`config.mk`:
```
export PLATFORM = sky130hd
export DESIGN_NAME = bresenham_line_pixel_generator_unit
export DESIGN_NICKNAME = d
export VERILOG_FILES = /design/src/rtl/core/blpg_pkg.sv /design/src/rtl/core/blpg_setup.sv /design/src/rtl/core/blpg_queue.sv /design/src/rtl/core/blpg_stepper.sv /design/src/rtl/core/bresenham_line_pixel_generator_unit.sv
export SDC_FILE = /design/constraint.sdc
export NUM_CORES = 1
export LEC_CHECK = 0
export ABC_AREA = 1
export BUFFER_PORTS_ARGS = -buffer_cell sky130_fd_sc_hd__clkbuf_2
export CAP_MARGIN = 40
export CORE_MARGIN = 8
export CORE_UTILIZATION = 56
export CTS_BUF_LIST = sky130_fd_sc_hd__clkbuf_8 sky130_fd_sc_hd__clkbuf_16
export CTS_CLUSTER_SIZE = 25
export DETAILED_ROUTE_END_ITERATION = 7
export GPL_TIMING_DRIVEN = 0
export HOLD_SLACK_MARGIN = 0.05
export PLACE_DENSITY_LB_ADDON = 0.3
export SYNTH_ARGS = -nofsm -noshare
export SYNTH_HDL_FRONTEND = slang
export SYNTH_SLANG_ARGS = --single-unit
```
`constraint.sdc`:
```
create_clock -name clock -period 5.5 [get_ports clock]
set_input_delay 0.825 -clock clock [delete_from_list [all_inputs] [get_ports clock]]
set_output_delay 0.825 -clock clock [all_outputs]
set_load 0.05 [all_outputs]
```
`src/rtl/core/blpg_pkg.sv`:
```
// ----------------------------------------------------------------------------
// blpg_pkg
// shared constants and helpers for the line pixel generator
// ----------------------------------------------------------------------------
package blpg_pkg;

   // command codes on the input channel
   localparam logic OP_LINE = 1'b0;
   localparam logic OP_TICK = 1'b1;

   // fixed field widths
   localparam int COLOUR_BITS = 8;
   localparam int STEP_BITS   = 2;

   // width of one queued command for a given coordinate width:
   // op, cur_x, cur_y, major, minor, error (coord+2), step_x, step_y,
   // swapped flag, colour
   function automatic int entry_bits(input int coord_bits);
      entry_bits = 1 + 4 * coord_bits + (coord_bits + 2) + 2 * STEP_BITS + 1 + COLOUR_BITS;
   endfunction

endpackage

```
`src/rtl/core/blpg_setup.sv`:
```
// ----------------------------------------------------------------------------
// blpg_setup
// classifies an incoming beat and works out the line setup (deltas, step
// signs, axis swap, initial error term) for new-line commands
// ----------------------------------------------------------------------------
module blpg_setup #(
   parameter int COORD_BITS = 10
) (
   input  logic                                        op,
   input  logic [COORD_BITS-1:0]                       x_start,
   input  logic [COORD_BITS-1:0]                       y_start,
   input  logic [COORD_BITS-1:0]                       x_end,
   input  logic [COORD_BITS-1:0]                       y_end,
   input  logic [blpg_pkg::COLOUR_BITS-1:0]            colour_in,
   output logic [blpg_pkg::entry_bits(COORD_BITS)-1:0] entry
);
   import blpg_pkg::*;

   localparam int EW = COORD_BITS + 2;

   typedef struct packed {
      logic                   op;
      logic [COORD_BITS-1:0]  cur_x;
      logic [COORD_BITS-1:0]  cur_y;
      logic [COORD_BITS-1:0]  major;
      logic [COORD_BITS-1:0]  minor;
      logic [EW-1:0]          err;
      logic [STEP_BITS-1:0]   step_x;
      logic [STEP_BITS-1:0]   step_y;
      logic                   swapped;
      logic [COLOUR_BITS-1:0] colour;
   } entry_type;

   logic [COORD_BITS:0]   ddx;
   logic [COORD_BITS:0]   ddy;
   logic [COORD_BITS:0]   ndx;
   logic [COORD_BITS:0]   ndy;
   logic [COORD_BITS-1:0] adx;
   logic [COORD_BITS-1:0] ady;
   logic                  steep;
   entry_type             ent;

   // signed deltas and their magnitudes
   always_comb begin
      ddx = {1'b0, x_end} - {1'b0, x_start};
      ddy = {1'b0, y_end} - {1'b0, y_start};
      ndx = '0 - ddx;
      ndy = '0 - ddy;
      adx = ddx[COORD_BITS] ? ndx[COORD_BITS-1:0] : ddx[COORD_BITS-1:0];
      ady = ddy[COORD_BITS] ? ndy[COORD_BITS-1:0] : ddy[COORD_BITS-1:0];
      steep = ady > adx;
   end

   // assemble the queued command
   always_comb begin
      ent.op      = op;
      ent.cur_x   = x_start;
      ent.cur_y   = y_start;
      ent.major   = steep ? ady : adx;
      ent.minor   = steep ? adx : ady;
      ent.swapped = steep;
      ent.colour  = colour_in;
      ent.err     = {1'b0, ent.minor, 1'b0} - {2'b00, ent.major};
      if (ddx[COORD_BITS]) begin
         ent.step_x = 2'b11;
      end else if (ddx != '0) begin
         ent.step_x = 2'b01;
      end else begin
         ent.step_x = 2'b00;
      end
      if (ddy[COORD_BITS]) begin
         ent.step_y = 2'b11;
      end else if (ddy != '0) begin
         ent.step_y = 2'b01;
      end else begin
         ent.step_y = 2'b00;
      end
      entry = ent;
   end

endmodule

```
`src/rtl/core/blpg_queue.sv`:
```
// ----------------------------------------------------------------------------
// blpg_queue
// short command queue between the setup front and the stepping back end
// ----------------------------------------------------------------------------
module blpg_queue #(
   parameter int DATA_W = 8,
   parameter int DEPTH  = 2
) (
   input  logic              clock,
   input  logic              reset,
   input  logic              push_valid,
   output logic              push_ready,
   input  logic [DATA_W-1:0] push_data,
   output logic              pop_valid,
   input  logic              pop_ready,
   output logic [DATA_W-1:0] pop_data
);
   import blpg_pkg::*;

   localparam int PW = (DEPTH > 1) ? $clog2(DEPTH) : 1;
   localparam int CW = $clog2(DEPTH + 1);
   localparam logic [PW-1:0] LAST_PTR = PW'(DEPTH - 1);
   localparam logic [CW-1:0] FULL_CNT = CW'(DEPTH);

   logic [DATA_W-1:0] mem [DEPTH];
   logic [PW-1:0]     wr_ptr_ff, wr_ptr_in;
   logic [PW-1:0]     rd_ptr_ff, rd_ptr_in;
   logic [CW-1:0]     count_ff, count_in;
   logic              do_push;
   logic              do_pop;

   // handshake and pointer update
   always_comb begin
      push_ready = count_ff != FULL_CNT;
      pop_valid  = count_ff != '0;
      pop_data   = mem[rd_ptr_ff];
      do_push    = push_valid && push_ready;
      do_pop     = pop_valid && pop_ready;
      wr_ptr_in  = wr_ptr_ff;
      rd_ptr_in  = rd_ptr_ff;
      if (do_push) begin
         wr_ptr_in = (wr_ptr_ff == LAST_PTR) ? '0 : wr_ptr_ff + 1'b1;
      end
      if (do_pop) begin
         rd_ptr_in = (rd_ptr_ff == LAST_PTR) ? '0 : rd_ptr_ff + 1'b1;
      end
      count_in = count_ff + CW'(do_push) - CW'(do_pop);
   end

   // pointers and fill count
   always_ff @(posedge clock) begin
      if (reset) begin
         wr_ptr_ff <= '0;
         rd_ptr_ff <= '0;
         count_ff  <= '0;
      end else begin
         wr_ptr_ff <= wr_ptr_in;
         rd_ptr_ff <= rd_ptr_in;
         count_ff  <= count_in;
      end
   end

   // storage
   always_ff @(posedge clock) begin
      if (do_push) begin
         mem[wr_ptr_ff] <= push_data;
      end
   end

endmodule

```
`src/rtl/core/blpg_stepper.sv`:
```
// ----------------------------------------------------------------------------
// blpg_stepper
// holds the active line, steps it one pixel per tick command and drives the
// registered result channel
// ----------------------------------------------------------------------------
module blpg_stepper #(
   parameter int COORD_BITS = 10
) (
   input  logic                                        clock,
   input  logic                                        reset,
   input  logic                                        q_valid,
   output logic                                        q_ready,
   input  logic [blpg_pkg::entry_bits(COORD_BITS)-1:0] q_data,
   output logic                                        rsp_valid,
   input  logic                                        rsp_ready,
   output logic [COORD_BITS-1:0]                       rsp_pixel_x,
   output logic [COORD_BITS-1:0]                       rsp_pixel_y,
   output logic [blpg_pkg::COLOUR_BITS-1:0]            rsp_pixel_colour,
   output logic                                        rsp_last_pixel
);
   import blpg_pkg::*;

   localparam int EW = COORD_BITS + 2;

   typedef struct packed {
      logic                   op;
      logic [COORD_BITS-1:0]  cur_x;
      logic [COORD_BITS-1:0]  cur_y;
      logic [COORD_BITS-1:0]  major;
      logic [COORD_BITS-1:0]  minor;
      logic [EW-1:0]          err;
      logic [STEP_BITS-1:0]   step_x;
      logic [STEP_BITS-1:0]   step_y;
      logic                   swapped;
      logic [COLOUR_BITS-1:0] colour;
   } entry_type;

   entry_type              head;
   logic                   active_ff;
   logic [COORD_BITS-1:0]  cur_x_ff, cur_x_in;
   logic [COORD_BITS-1:0]  cur_y_ff, cur_y_in;
   logic [COORD_BITS-1:0]  major_ff;
   logic [COORD_BITS-1:0]  minor_ff;
   logic [EW-1:0]          err_ff, err_in;
   logic [EW-1:0]          err_mid;
   logic [STEP_BITS-1:0]   step_x_ff;
   logic [STEP_BITS-1:0]   step_y_ff;
   logic                   swapped_ff;
   logic [COORD_BITS-1:0]  left_ff, left_in;
   logic [COLOUR_BITS-1:0] colour_ff;
   logic                   rsp_valid_ff;
   logic [COORD_BITS-1:0]  pix_x_ff;
   logic [COORD_BITS-1:0]  pix_y_ff;
   logic [COLOUR_BITS-1:0] pix_colour_ff;
   logic                   last_ff;
   logic                   is_tick;
   logic                   out_free;
   logic                   emit;
   logic                   load;
   logic                   err_ge;
   logic                   move_x;
   logic                   move_y;
   logic [COORD_BITS-1:0]  sx_ext;
   logic [COORD_BITS-1:0]  sy_ext;

   // pop and emit decisions
   always_comb begin
      head     = entry_type'(q_data);
      is_tick  = head.op == OP_TICK;
      out_free = !rsp_valid_ff || rsp_ready;
      q_ready  = !is_tick || !active_ff || out_free;
      emit     = q_valid && is_tick && active_ff && out_free;
      load     = q_valid && !is_tick;
   end

   // one bresenham step
   always_comb begin
      err_ge  = !err_ff[EW-1];
      err_mid = err_ge ? (err_ff - {1'b0, major_ff, 1'b0}) : err_ff;
      err_in  = err_mid + {1'b0, minor_ff, 1'b0};
      move_x  = swapped_ff ? err_ge : 1'b1;
      move_y  = swapped_ff ? 1'b1 : err_ge;
      sx_ext  = {{(COORD_BITS - STEP_BITS){step_x_ff[STEP_BITS-1]}}, step_x_ff};
      sy_ext  = {{(COORD_BITS - STEP_BITS){step_y_ff[STEP_BITS-1]}}, step_y_ff};
      cur_x_in = cur_x_ff + (move_x ? sx_ext : '0);
      cur_y_in = cur_y_ff + (move_y ? sy_ext : '0);
      left_in  = left_ff - 1'b1;
   end

   // line state and output register
   always_ff @(posedge clock) begin
      if (reset) begin
         active_ff    <= 1'b0;
         rsp_valid_ff <= 1'b0;
      end else begin
         if (emit) begin
            rsp_valid_ff <= 1'b1;
         end else if (rsp_ready) begin
            rsp_valid_ff <= 1'b0;
         end
         if (load) begin
            active_ff <= head.major != '0;
         end else if (emit) begin
            active_ff <= left_in != '0;
         end
      end
      if (load) begin
         cur_x_ff   <= head.cur_x;
         cur_y_ff   <= head.cur_y;
         major_ff   <= head.major;
         minor_ff   <= head.minor;
         err_ff     <= head.err;
         step_x_ff  <= head.step_x;
         step_y_ff  <= head.step_y;
         swapped_ff <= head.swapped;
         left_ff    <= head.major;
         colour_ff  <= head.colour;
      end else if (emit) begin
         cur_x_ff <= cur_x_in;
         cur_y_ff <= cur_y_in;
         err_ff   <= err_in;
         left_ff  <= left_in;
      end
      if (emit) begin
         pix_x_ff      <= cur_x_ff;
         pix_y_ff      <= cur_y_ff;
         pix_colour_ff <= colour_ff;
         last_ff       <= left_ff == COORD_BITS'(1);
      end
   end

   assign rsp_valid        = rsp_valid_ff;
   assign rsp_pixel_x      = pix_x_ff;
   assign rsp_pixel_y      = pix_y_ff;
   assign rsp_pixel_colour = pix_colour_ff;
   assign rsp_last_pixel   = last_ff;

endmodule

```
`src/rtl/core/bresenham_line_pixel_generator_unit.sv`:
```
// ----------------------------------------------------------------------------
// bresenham_line_pixel_generator_unit
// line pixel generator, all octants, one pixel per tick command
// ----------------------------------------------------------------------------
// request channel (req_*): op selects a new line (start, end, colour) or a
// tick. a new line emits nothing and replaces any line in progress; a tick
// emits the next pixel of the active line, or nothing when no line is
// active. the end point is not drawn and a zero-length line draws nothing.
// response channel (rsp_*): pixel coordinates, colour and a last-pixel flag.
// an accepted tick is stored in the command queue, then the stepper registers
// its pixel in the output register that drives rsp_*.
// throughput: one beat per clock on both channels while rsp_ready stays
// high; the stepper loop (error update and coordinate step) sets that rate.
// when rsp_ready is low, the output register holds its pixel, the stepper
// stops at the next tick and the two-entry queue fills; req_ready then
// drops until the receiver takes a pixel.
// reset: synchronous; clears the queue, the active-line flag and rsp_valid.
// ----------------------------------------------------------------------------
module bresenham_line_pixel_generator_unit #(
   parameter int COORD_BITS = 10
) (
   input  logic                             clock,
   input  logic                             reset,
   input  logic                             req_valid,
   output logic                             req_ready,
   input  logic                             req_op,
   input  logic [COORD_BITS-1:0]            req_x_start,
   input  logic [COORD_BITS-1:0]            req_y_start,
   input  logic [COORD_BITS-1:0]            req_x_end,
   input  logic [COORD_BITS-1:0]            req_y_end,
   input  logic [blpg_pkg::COLOUR_BITS-1:0] req_colour_in,
   output logic                             rsp_valid,
   input  logic                             rsp_ready,
   output logic [COORD_BITS-1:0]            rsp_pixel_x,
   output logic [COORD_BITS-1:0]            rsp_pixel_y,
   output logic [blpg_pkg::COLOUR_BITS-1:0] rsp_pixel_colour,
   output logic                             rsp_last_pixel
);
   import blpg_pkg::*;

   localparam int ENTRY_W = entry_bits(COORD_BITS);

   logic [ENTRY_W-1:0] setup_entry;
   logic [ENTRY_W-1:0] q_data;
   logic               q_valid;
   logic               q_ready;

   // front: classify and set up
   blpg_setup #(
      .COORD_BITS(COORD_BITS)
   ) u_setup (
      .op        (req_op),
      .x_start   (req_x_start),
      .y_start   (req_y_start),
      .x_end     (req_x_end),
      .y_end     (req_y_end),
      .colour_in (req_colour_in),
      .entry     (setup_entry)
   );

   // command queue
   blpg_queue #(
      .DATA_W(ENTRY_W),
      .DEPTH (2)
   ) u_queue (
      .clock      (clock),
      .reset      (reset),
      .push_valid (req_valid),
      .push_ready (req_ready),
      .push_data  (setup_entry),
      .pop_valid  (q_valid),
      .pop_ready  (q_ready),
      .pop_data   (q_data)
   );

   // back: stepping and output register
   blpg_stepper #(
      .COORD_BITS(COORD_BITS)
   ) u_stepper (
      .clock            (clock),
      .reset            (reset),
      .q_valid          (q_valid),
      .q_ready          (q_ready),
      .q_data           (q_data),
      .rsp_valid        (rsp_valid),
      .rsp_ready        (rsp_ready),
      .rsp_pixel_x      (rsp_pixel_x),
      .rsp_pixel_y      (rsp_pixel_y),
      .rsp_pixel_colour (rsp_pixel_colour),
      .rsp_last_pixel   (rsp_last_pixel)
   );

   // the back end only stalls the queue behind a held pixel
   assert property (@(posedge clock) disable iff (reset)
      (q_valid && !q_ready) |-> (rsp_valid && !rsp_ready))
      else $error("stepper stalled without a held pixel");

   // a full queue always presents a command
   assert property (@(posedge clock) disable iff (reset)
      !req_ready |-> q_valid)
      else $error("request stalled while queue is empty");

   // no pixel is shown right after reset
   assert property (@(posedge clock)
      reset |=> !rsp_valid)
      else $error("pixel valid after reset");

endmodule

```
Word level (Yosys, flattened, before mapping)
Memories as Yosys holds them, arrays and structs flattened. A register that Yosys moved wholly into a read port is not among the register bits.
Cells that the tools add are included.
{ "word_totals": {"regBits": 110, "n_memories": 1, "out_inout_bits": 31, "in_bits": 53, "ramBits": 132} }
{ "classes": {"mux": 31, "n_lt_le_gt_ge": 1, "reduce_logical": 20, "add_sub_neg": 14, "eq_ne": 2} }
{ "mem_list": {"columns": ["name", "words", "word_bits", "rd", "rd_ports_with_merged_regs", "wr", "line_no", "rtl"], "rows": [
  ["u_queue.mem", 2, 66, 1, 1, 1, "blpg_queue.sv:25", "logic [DATA_W-1:0] mem [DEPTH];"]
]} }
{ "op_table": {"columns": ["cell", "count"], "rows": [
  ["$mux W10", 12],
  ["$mux W12", 3],
  ["$reduce_bool A11 Y1", 2],
  ["$sub A10 B10 Y11", 2],
  ["$add A10 B10 Y10", 2],
  ["$reduce_bool A10 Y1", 2],
  ["$sub A1 B10 Y10 const A", 2],
  ["$mux W1", 14],
  ["$add A12 B11 Y12", 1],
  ["$sub A11 B10 Y12", 1],
  ["$sub A12 B11 Y12", 1],
  ["$eq A10 B1 Y1 const B", 1],
  ["$gt A10 B10 Y1", 1],
  ["$sub A10 B1 Y10 const B", 1],
  ["$logic_and A1 B1 Y1", 6],
  ["$reduce_bool A2 Y1", 3],
  ["$logic_not A1 Y1", 4],
  ["$mux W2", 2],
  ["$logic_or A1 B1 Y1", 3],
  ["$add A1 B1 Y1 const B", 2],
  ["$add A2 B1 Y2", 1],
  ["$ne A2 B2 Y1 const B", 1],
  ["$sub A2 B1 Y2", 1]
]} }

Depth between registers and ports, before layout
Gate-level depths: netlist of run 1.
{ "depth": {"word_depth": 6, "ltp_mapped": 40} }

Cells and area by module
A second synthesis of run 1 with hierarchy kept.
{ "hier_totals": {"cells_unflattened": 1400, "area_unflattened_um2": 14261.2} }
{ "by_module_without_submodules": {"columns": ["module", "area_per_inst_um2", "seq_area_each_um2", "n_inst", "cells_per_inst"], "rows": [
  ["blpg_stepper", 5890.6, 3133.0, 1, 612],
  ["blpg_queue", 5158.7, 4063.9, 1, 241],
  ["blpg_setup", 3211.8, 0.0, 1, 547]
]} }

Worst setup path before layout of run 1
Ideal clock, no wire load.
{ "synth_path": {"path_kind": "input-to-reg", "from": "in req_x_end[0]", "to": "mem u_queue.mem[0][23] (netlist bit), data pin", "slack_ps": 122, "arrival_ps": 5121, "stages": 33, "t_required_ps": 5243, "path_cell_list": "inv_1 ha_1 inv_1 fa_1 inv_1 ha_1 nand3_1 nor2_1 nand4_1 nor2_1 nand2_1 nand2_1 xor2_1 inv_1 ha_1 nand3_1 nor4_1 nor2_1 nand3_2 nand2_4 nand2_4 buf_4 inv_1 or2_2 o21ai_0 inv_1 ha_1 inv_1 o21ai_0 a21oi_1 nand3_1 nand2_1 nand2_1"} }
{ "synth_between": {"elab_chain_cells": 6, "elab_cells_between_ends": 7, "classes_between": "add/sub (3); order compare (1); mux (3)"} }
{ "synth_lines": {"columns": ["element", "line_no", "rtl"], "rows": [
  ["start: declaration", "bresenham_line_pixel_generator_unit.sv:29", "input logic [COORD_BITS-1:0] req_x_end,"],
  ["$sub A10 B10 Y11 *", "blpg_setup.sv:45", "ddx = {1'b0, x_end} - {1'b0, x_start};"],
  ["$sub A1 B10 Y10", "blpg_setup.sv:47", "ndx = '0 - ddx;"],
  ["$mux W10 *", "blpg_setup.sv:49", "adx = ddx[COORD_BITS] ? ndx[COORD_BITS-1:0] : ddx[COORD_BITS-1:0];"],
  ["$gt A10 B10 Y1 *", "blpg_setup.sv:51", "steep = ady > adx;"],
  ["via setup_entry[8]", "bresenham_line_pixel_generator_unit.sv:43", "logic [ENTRY_W-1:0] setup_entry;"],
  ["$mux W10 *", "blpg_setup.sv:59", "ent.major = steep ? ady : adx;"],
  ["via setup_entry[42]", "bresenham_line_pixel_generator_unit.sv:43", null],
  ["$sub A11 B10 Y12 *", "blpg_setup.sv:63", "ent.err = {1'b0, ent.minor, 1'b0} - {2'b00, ent.major};"],
  ["via setup_entry[23]", "bresenham_line_pixel_generator_unit.sv:43", null],
  ["end: declaration", "blpg_queue.sv:25", null]
]} }
Mark *: on every way through the listed nets, which the timed path passes. The rest lies on a longest branch.

Worst setup path after layout of run 1
{ "layout_path": {"from": "in req_y_start[0]", "to": "mem u_queue.mem[1][22] (netlist bit), data pin"} }
{ "layout_between": {"elab_chain_cells": 6, "elab_cells_between_ends": 7, "classes_between": "add/sub (3); order compare (1); mux (3)"} }
{ "layout_lines": {"columns": ["element", "line_no", "rtl"], "rows": [
  ["start: declaration", "bresenham_line_pixel_generator_unit.sv:28", "input logic [COORD_BITS-1:0] req_y_start,"],
  ["$sub A10 B10 Y11 *", "blpg_setup.sv:46", "ddy = {1'b0, y_end} - {1'b0, y_start};"],
  ["$sub A1 B10 Y10", "blpg_setup.sv:48", "ndy = '0 - ddy;"],
  ["$mux W10 *", "blpg_setup.sv:50", "ady = ddy[COORD_BITS] ? ndy[COORD_BITS-1:0] : ddy[COORD_BITS-1:0];"],
  ["$gt A10 B10 Y1 *", "blpg_setup.sv:51", null],
  ["via setup_entry[8]", "bresenham_line_pixel_generator_unit.sv:43", null],
  ["$mux W10 *", "blpg_setup.sv:59", null],
  ["via setup_entry[42]", "bresenham_line_pixel_generator_unit.sv:43", null],
  ["$sub A11 B10 Y12 *", "blpg_setup.sv:63", null],
  ["via setup_entry[22]", "bresenham_line_pixel_generator_unit.sv:43", null]
]} }
Marks and branches as above.

==> out/metrics.yaml, run 1 <==
fillers: 1774
core_area_um2: 23500
synth_ff_type: "edfxtp_1"
antenna_left: 0
netlist_area_um2: 13400
detail_route.drc_violations: 0
dp_hpwl_mm: 23.0
worstReg2RegStart: "u_stepper.err_ff[11]$_DFFE_PP_"
fin_skew_ns: 0.0239
status: "completed"
p_per_area_nw_per_um2: 644
finalHoldViolCount: 0
critPathLaunchType: "primary input"
cts_tree: "done"
drv_slew: 0
grt_pass1_wl_mm: 49.2
vias: 10066
first_pass_iters: 5
critPathKind: "in -> reg"
wl_per_cell_um: 16.4
cts_sinks: 240
rr_worst_depth: 17
grt_usage_pct: 21.4
crit_required_ns: 5.75
hold_class: "reg -> reg"
crit_fanout: 15
cts_hold_buffers: 0
layout_common_cells: "nand2_1 (385), edfxtp_1 (233), inv_1 (182)"
min_to: "u_stepper.rsp_pixel_colour[5]$_DFFE_PP_"
syn_nets: 1556
fin_total_pwr_mw: 10.0
grt_start_max_net_pins: 31
holdCritStartpoint: "u_stepper.colour_ff[5]$_DFFE_PP_"
cts.path.max_buffers: 3
critPathArrivalTime_ns: 5.50
routed_wl_mm: 31.1
final_common_cell: "nand2_1"
cp_slowest_cell: "fa_2"
ios: 84
finalSetupTns_ns: 0
syn_area_per_cell_um2: 9.42
grt.overflow.total: 0
async_reset_ff_share_pct: 0
max-slew-margin-rel_pct: 43.0
cts_root_buffer: "clkbuf_16"
max_stage_delay_ns: 0.45
start_util_pct: 56.9
min_period_ns: 5.25
ys_seq_area_share_pct: 53.4
grt_pass1_vias: 9800
layout-drive-gt1-share_pct: 17.0
synth-edff-count: 233
peakVddDrop_mv: 0.299
p_leak_nw: 7.01
drv_cap: 0
antenna_found_initial: 0
r2r_end: "u_stepper.cur_y_ff[8]$_DFFE_PP_"
fin_nets: 1696
worstSetupEndpointType: "flip-flop"
period_share_pct: 95.5
synth-seq-cells: 240
clk-insertion-delay-late_ns: 0.53
final_util_pct: 66.2
synth_warnings: 0
die_h_um: 170
ys_types: 47
tightest_slew_ns: 0.851
num_rows: 56
rrSetupSlack_ns: 1.36
cts_buffers: 24
hold_path_depth: 0
die_area_um2: 29100
htree_num_levels: 1
port_buffers: 83
synthCells: 1419
setup_violations: 0
clkTransAtPathRegs_ns: 0.06
gp_congestion: 0.873
viasPerCell: 5.31
diodes: 0
area_growth_pct: 16.3
drtIter0Drc: 786
die_x_um: 170
max_freq_mhz: 190
-- metrics by stage --
step                      setup slack [ns]  hold slack, ns  instance area (µm²)  std cells
after floorplan                      0.122           0.400                13400       1419
after global placement              -0.854           0.403                14200       1821
after detailed placement            -0.919           0.405                14400       1829
after CTS                           0.0325           0.419                15400       1889
after global routing               -0.0285           0.436                15500       1894
final                                0.248           0.416                15500       1894
-- power breakdown --
part	internal, mW	switching, mW	leakage [nW]	total (mW)
clock network	1.07	0.670	0.428	1.74
registers	3.00	0.219	2.22	3.22
logic	1.75	3.29	4.36	5.04
-- Yosys cell counts (2+ instances only) --
library cell / number / area share, %
a31oi_1: 13 / 0.61
buf_2: 2 / 0.075
a21o_1: 5 / 0.28
nor2_1: 121 / 3.4
nand3b_1: 6 / 0.34
a21boi_0: 3 / 0.17
xnor2_1: 10 / 0.66
o32ai_1: 2 / 0.13
nand3_1: 61 / 2.3
o31ai_1: 10 / 0.56
o21ai_0: 57 / 2.1
edfxtp_1: 233 / 52
and2_1: 2 / 0.094
inv_2: 13 / 0.37
o21ai_2: 3 / 0.20
nand2_4: 9 / 0.76
xor2_1: 35 / 2.3
nand2_1: 389 / 11
fa_1: 6 / 0.90
nor4_1: 2 / 0.094
clkbuf_1: 21 / 0.59
o21bai_1: 7 / 0.39
a21oi_1: 44 / 1.6
or2_2: 5 / 0.23
inv_1: 179 / 5.0
o211ai_1: 2 / 0.11
nor2_4: 3 / 0.25
ha_1: 78 / 7.3
nand4_1: 14 / 0.66
nor2_2: 3 / 0.14
nand3_2: 6 / 0.45
buf_1: 2 / 0.056
o21ai_1: 2 / 0.075
nand2_2: 36 / 1.7
buf_4: 2 / 0.11
nor3_1: 10 / 0.37
buf_6: 3 / 0.25
mux2i_1: 4 / 0.30
dfxtp_1: 7 / 1.0
a21oi_2: 2 / 0.13
-- area by class of cell --
| type | count | area, µm² | area share [%] |
|---|---|---|---|
| multi-input cells | 956 | 5530 | 35.6 |
| well taps | 319 | 399 | 2.57 |
| plain buffers | 29 | 139 | 0.894 |
| flip-flops and latches | 240 | 7140 | 45.9 |
| inverters | 193 | 729 | 4.69 |
| clock inverters | 18 | 244 | 1.57 |
| clock buffers | 24 | 601 | 3.86 |
| repair buffers | 115 | 766 | 4.93 |
-- flip-flops by register name (all words and copies together) (netlist names), 10 cells and up, named ones only --
| signal | flops |
|---|---|
| u_stepper.cur_x_ff | 10 |
| u_queue.mem | 130 |
| u_stepper.minor_ff | 10 |
| u_stepper.major_ff | 10 |
| u_stepper.rsp_pixel_x | 10 |
| u_stepper.cur_y_ff | 10 |
| u_stepper.rsp_pixel_y | 10 |
| u_stepper.left_ff | 10 |
| u_stepper.err_ff | 11 |
-- metal layers --
metal | global-route usage (%) | up-vias | wire length (µm)
met5 | 0 | - | 0
met4 | 6.79 | 0 | 846
met3 | 2.59 | 65 | 2110
met2 | 37.4 | 368 | 15000
met1 | 27.3 | 4647 | 13100
li1 | - | 4986 | -
-- what timing repair did --
| action | 4_1_cts | 5_1_grt |
|---|---|---|
| pin swaps | 8 | 10 |
| endpoints found under the setup margin | 10 | 8 |
| resized for setup | 14 | 19 |
| buffers inserted | 18 | 6 |
| gates cloned | 0 | 0 |
-- how the worst max path moves through the flow --
stage                         from  slack (ns)  cells past startpoint                            to
floorplan             req_x_end[0]        0.12                     33  u_queue.mem[0][23]$_DFFE_PP_
global placement    req_y_start[0]       -0.85                     36  u_queue.mem[0][23]$_DFFE_PP_
detailed placement  req_x_start[0]       -0.92                     33  u_queue.mem[1][23]$_DFFE_PP_
CTS                 req_x_start[0]        0.03                     32  u_queue.mem[0][23]$_DFFE_PP_
global route        req_x_start[0]       -0.03                     31  u_queue.mem[1][22]$_DFFE_PP_
finish              req_y_start[0]        0.25                     33  u_queue.mem[1][22]$_DFFE_PP_
-- logic make-up after synthesis --
family / synth area share (%)
compound gates: 6.74
xor+xnor: 2.95
fa+ha+maj: 8.20
buf+inv: 6.53
flops: 53.4
mux: 0.300
simple gates: 21.9
-- worst max-delay path, delay by kind of cell --
kind,cells,cell delay [ns]
AND/OR/NAND/NOR,16,1.73
adder cells (fa/ha/maj),5,1.42
buffers and inverters,7,0.68
AO/OA/AOI/OAI,4,0.58
XOR/XNOR,1,0.23
Note: power is estimated with default switching activity, not from simulation.
==> run 2, diff against run 1 <==
--- a/config.mk
+++ b/config.mk
@@ -15,7 +15,7 @@
 export DETAILED_ROUTE_END_ITERATION = 7
 export GPL_TIMING_DRIVEN = 0
 export HOLD_SLACK_MARGIN = 0.05
-export PLACE_DENSITY_LB_ADDON = 0.3
+export PLACE_DENSITY_LB_ADDON = 0.12
 export SYNTH_ARGS = -nofsm -noshare
 export SYNTH_HDL_FRONTEND = slang
 export SYNTH_SLANG_ARGS = --single-unit
==> out/metrics.yaml, run 2 (same netlist as run 1, synthesis figures left out) <==
status: "completed"
dp_slack_ns: -0.980
fin_total_pwr_mw: 9.92
die_x_um: 170
grt_pass1_vias: 9532
combPwrFrac_pct: 51.2
finalSetupTns_ns: 0
hold_class: "reg -> reg"
critPathKind: "in -> reg"
largest_reg_flops: 130
gp_congestion: 0.859
clkTransAtPathRegs_ns: 0.06
cts_buffers: 25
die_area_um2: 29100
gr-max-usage-layer: "met2"
cts_sinks: 240
grt_start_max_net_pins: 30
cts_tree: "done"
clk-insertion-delay-late_ns: 0.51
use_met3_pct: 2.50
drv_cap: 0
largestRegisters: "u_queue.mem: 130 flops, u_stepper.err_ff: 11 flops"
peakVddDrop_mv: 0.376
fillers: 1868
cts_root_buffer: "clkbuf_16"
grtUsageMet2_pct: 36.6
area_growth_pct: 16.5
fin_nets: 1694
crit_top_cell: "nand2_1"
p_int_mw: 5.77
crit_required_ns: 5.74
top_register: "u_queue.mem"
max_stage_delay_ns: 0.35
port_buffers: 83
final_common_cell: "nand2_1"
grt_usage_pct: 20.9
viasPerCell: 5.15
p_leak_nw: 6.98
layout-drive-gt1-share_pct: 17.9
period_share_pct: 94.4
first_pass_iters: 7
routed_wl_mm: 30.2
crit_fanout: 10
die_h_um: 170
core_area_um2: 23500
dp_hpwl_mm: 22.9
start_util_pct: 56.9
layout_common_cells: "nand2_1 (383), edfxtp_1 (233), inv_1 (176)"
fin_ws_ns: 0.309
power_frac_clock_pct: 16.4
setup_violations: 0
vias: 9744
antenna_found_initial: 0
ios: 84
whs_ns: 0.416
antenna_left: 0
max-slew-margin-rel_pct: 45.1
grt.overflow.total: 0
htree_num_levels: 1
p_sw_mw: 4.15
detail_route.drc_violations: 0
grt_pass1_wl_mm: 48.1
cts_hold_buffers: 0
critPathArrivalTime_ns: 5.43
cp_slowest_cell: "fa_2"
drv_slew: 0
switching_share_pct: 41.9
p_per_area_nw_per_um2: 637
worstSetupEndpointType: "flip-flop"
min_period_ns: 5.19
fin_skew_ns: 0.0107
max_freq_mhz: 193
seqPwrFrac_pct: 32.3
met1_usage_pct: 27.1
finalHoldViolCount: 0
cts.path.max_buffers: 3
num_rows: 56
drtIter0Drc: 661
critPathLaunchType: "primary input"
tightest_slew_ns: 0.820
diodes: 0
wl_per_cell_um: 16.0
==> run 2: timing repair <==
| action | 4_1_cts | 5_1_grt |
|---|---|---|
| buffers inserted | 10 | 9 |
| cloned | 0 | 0 |
| resized for setup | 13 | 34 |
| pin swaps | 8 | 15 |
| setup endpoints to repair | 10 | 10 |
==> run 2: layout make-up <==
class / count / area, µm² / area share [%]
plain buffers: 30 / 150 / 0.965
clock buffers: 28 / 667 / 4.29
clock inverters: 16 / 135 / 0.868
inverters: 193 / 729 / 4.69
multi-input cells: 956 / 5560 / 35.7
flip-flops and latches: 240 / 7140 / 45.9
well taps: 319 / 399 / 2.56
repair buffers: 111 / 783 / 5.03
==> run 2: final timing paths <==
| path | start | endpoint | slack [ns] | depth (start not counted) |
|---|---|---|---|---|
| worst min-delay path | u_stepper.colour_ff[4]$_DFFE_PP_ | u_stepper.rsp_pixel_colour[4]$_DFFE_PP_ | 0.42 | 0 |
| worst min register to register | u_stepper.colour_ff[4]$_DFFE_PP_ | u_stepper.rsp_pixel_colour[4]$_DFFE_PP_ | 0.42 | 0 |
| worst max-delay path | req_y_start[0] | u_queue.mem[1][23]$_DFFE_PP_ | 0.31 | 36 |
| worst max register to register | u_stepper.err_ff[11]$_DFFE_PP_ | u_stepper.cur_x_ff[8]$_DFFE_PP_ | 1.55 | 18 |
==> run 2: per-stage QoR <==
stage          cell area (µm²)  utilization (%)  std cells
2_1_floorplan            13400                -       1419
3_3_place_gp             14200             60.4       1821
6_report                 15600             66.3       1893
3_5_place_dp             14400             61.5       1830
5_1_grt                  15600             66.3       1893
4_1_cts                  15400             65.5       1884
==> run 2: routing by layer <==
metal / share of wire [%] / routed length (µm)
met4: 1.8 / 552
met1: 44 / 13200
met5: 0 / 0
met3: 5.3 / 1620
met2: 49 / 14800
==> run 2: worst max-delay path: cells and delay by family <==
family,cells,cell delay [ns]
buffers and inverters,7,0.67
AO/OA/AOI/OAI,4,0.52
adder cells (fa/ha/maj),4,1.12
XOR/XNOR,1,0.21
AND/OR/NAND/NOR,20,2.08
==> run 2: power by group through the flow <==
stage	Clock, mW	Combinational, mW	Sequential (mW)
final	1.63	5.08	3.21
after global routing	1.72	5.72	3.26
after CTS	1.65	4.97	3.21
after detailed placement	0	4.85	3.24
after global placement	0	4.60	3.28
after floorplan	0	3.53	3.29
==> run 3, diff against run 2 <==
--- a/config.mk
+++ b/config.mk
@@ -16,6 +16,7 @@
 export GPL_TIMING_DRIVEN = 0
 export HOLD_SLACK_MARGIN = 0.05
 export PLACE_DENSITY_LB_ADDON = 0.12
+export REMOVE_ABC_BUFFERS = 1
 export SYNTH_ARGS = -nofsm -noshare
 export SYNTH_HDL_FRONTEND = slang
 export SYNTH_SLANG_ARGS = --single-unit
==> out/metrics.yaml, run 3 (same netlist as run 1, synthesis figures left out) <==
hold_path_depth: 0
worstSetupEndpointType: "flip-flop"
crit_required_ns: 5.75
whs_ns: 0.419
first_pass_iters: 5
fillers: 1831
clk-insertion-delay-late_ns: 0.52
status: "completed"
worstReg2RegStart: "u_stepper.err_ff[11]$_DFFE_PP_"
die_area_um2: 29100
layout_common_cells: "nand2_1 (383), edfxtp_1 (233), inv_1 (179)"
rr_worst_depth: 21
area_growth_pct: 16.0
grt_pass1_vias: 9246
max_stage_delay_ns: 0.44
critPathKind: "in -> reg"
die_x_um: 170
crit_fanout: 12
layout-drive-gt1-share_pct: 18.0
rrSetupSlack_ns: 1.20
cts_hold_buffers: 0
setup_violations: 0
cp_slowest_cell: "fa_1"
critPathLaunchType: "primary input"
p_per_area_nw_per_um2: 630
antenna_left: 0
hold_class: "reg -> reg"
min_to: "u_stepper.rsp_pixel_colour[4]$_DFFE_PP_"
ios: 84
die_h_um: 170
max-slew-margin-rel_pct: 44.1
fin_nets: 1674
vias: 9711
grt.overflow.total: 0
diodes: 0
detail_route.drc_violations: 0
final_common_cell: "nand2_1"
fin_skew_ns: 0.0143
antenna_found_initial: 0
period_share_pct: 95.9
finalHoldViolCount: 0
core_area_um2: 23500
cts.path.max_buffers: 3
grt_start_max_net_pins: 67
min_period_ns: 5.27
htree_num_levels: 1
fin_total_pwr_mw: 9.76
cts_root_buffer: "clkbuf_16"
routed_wl_mm: 28.8
drtIter0Drc: 652
critPathArrivalTime_ns: 5.53
dp_hpwl_mm: 20.7
gp_congestion: 0.837
cts_sinks: 240
cts_buffers: 24
fin_ws_ns: 0.225
r2r_end: "u_stepper.cur_x_ff[9]$_DFFE_PP_"
drv_slew: 0
holdCritStartpoint: "u_stepper.colour_ff[4]$_DFFE_PP_"
tightest_slew_ns: 0.835
cts_tree: "done"
top_register: "u_queue.mem"
port_buffers: 83
drv_cap: 0
clkTransAtPathRegs_ns: 0.06
grt_usage_pct: 19.7
viasPerCell: 5.18
placed_area_um2: 14400
grt_pass1_wl_mm: 46.0
num_rows: 56
largest_reg_flops: 130
largestRegisters: "u_queue.mem: 130 flops, u_stepper.err_ff: 11 flops"
design_area_um2: 15500
max_freq_mhz: 190
rsz0062_at_grt: "yes"
p_leak_nw: 6.96
start_util_pct: 56.9
dp_slack_ns: -1.18
peakVddDrop_mv: 0.282
wl_per_cell_um: 15.4
[run 3: changes by cell type in the layout (fill, tap and decap cells not counted), sizes merged]
cell | before | now
buf | 37 | 36
clkbuf | 132 | 109
o21ai | 63 | 64
inv | 195 | 199
nand2 | 434 | 436
bufinv | 2 | 0
[run 3: layout make-up]
cell class / instances / area, µm² / area share (%)
sequential: 240 / 7140 / 46.1
multi-input combinational: 959 / 5620 / 36.3
timing repair buffer: 119 / 883 / 5.70
inverter: 193 / 732 / 4.72
clock buffer: 26 / 639 / 4.12
tap: 319 / 399 / 2.57
clock inverter: 18 / 85.1 / 0.549
[run 3: worst max-delay path: cells and delay by family]
family	cells	cell delay, ns
xor+xnor	1	0.20
simple gates	18	2.44
compound gates	1	0.10
fa+ha+maj	5	1.43
buf+inv	6	0.50
[run 3: worst max path at each step]
stage / startpoint / slack [ns] / end / cells past startpoint
after global placement: flip-flop / -11.33 / u_stepper.active_ff$_SDFFE_PP0P_ / 8
after global routing: req_x_start[0] / -0.05 / u_queue.mem[0][23]$_DFFE_PP_ / 31
after detailed placement: req_y_end[0] / -1.18 / u_queue.mem[0][23]$_DFFE_PP_ / 34
after floorplan: flip-flop / -3.91 / u_stepper.active_ff$_SDFFE_PP0P_ / 8
final: req_x_start[0] / 0.23 / u_queue.mem[0][23]$_DFFE_PP_ / 31
after CTS: req_y_end[0] / 0.01 / u_queue.mem[1][21]$_DFFE_PP_ / 32
[run 3: stage by stage]
| stage | cells | setup TNS [ns] | utilization (%) |
|---|---|---|---|
| global route | 1874 | -0.241 | 66.1 |
| finish | 1874 | 0 | 66.1 |
| CTS | 1853 | 0 | 64.8 |
| floorplan | 1389 | -226.44 | - |
| detailed placement | 1804 | -15.99 | 61.2 |
| global placement | 1791 | -973.59 | 59.8 |
[run 3: what timing repair did]
item                                    in CTS  in global routing
buffers inserted                             4                 19
gates resized for setup                     14                 34
endpoints found under the setup margin      14                 14
pin swaps                                    4                 20
gates cloned                                 1                  2
[run 3: metal layers]
layer	GRT usage, %	wire length, µm	vias up
met5	0	0	-
met4	5.26	522	0
met3	2.66	1450	42
met2	33.6	13800	225
met1	26.0	13000	4491
li1	-	-	4953
[run 3: power breakdown]
group          internal [mW]  leakage [nW]  switching [mW]
Combinational           1.84          4.36            3.15
Clock                  0.834         0.373           0.663
Sequential              3.00          2.22           0.285
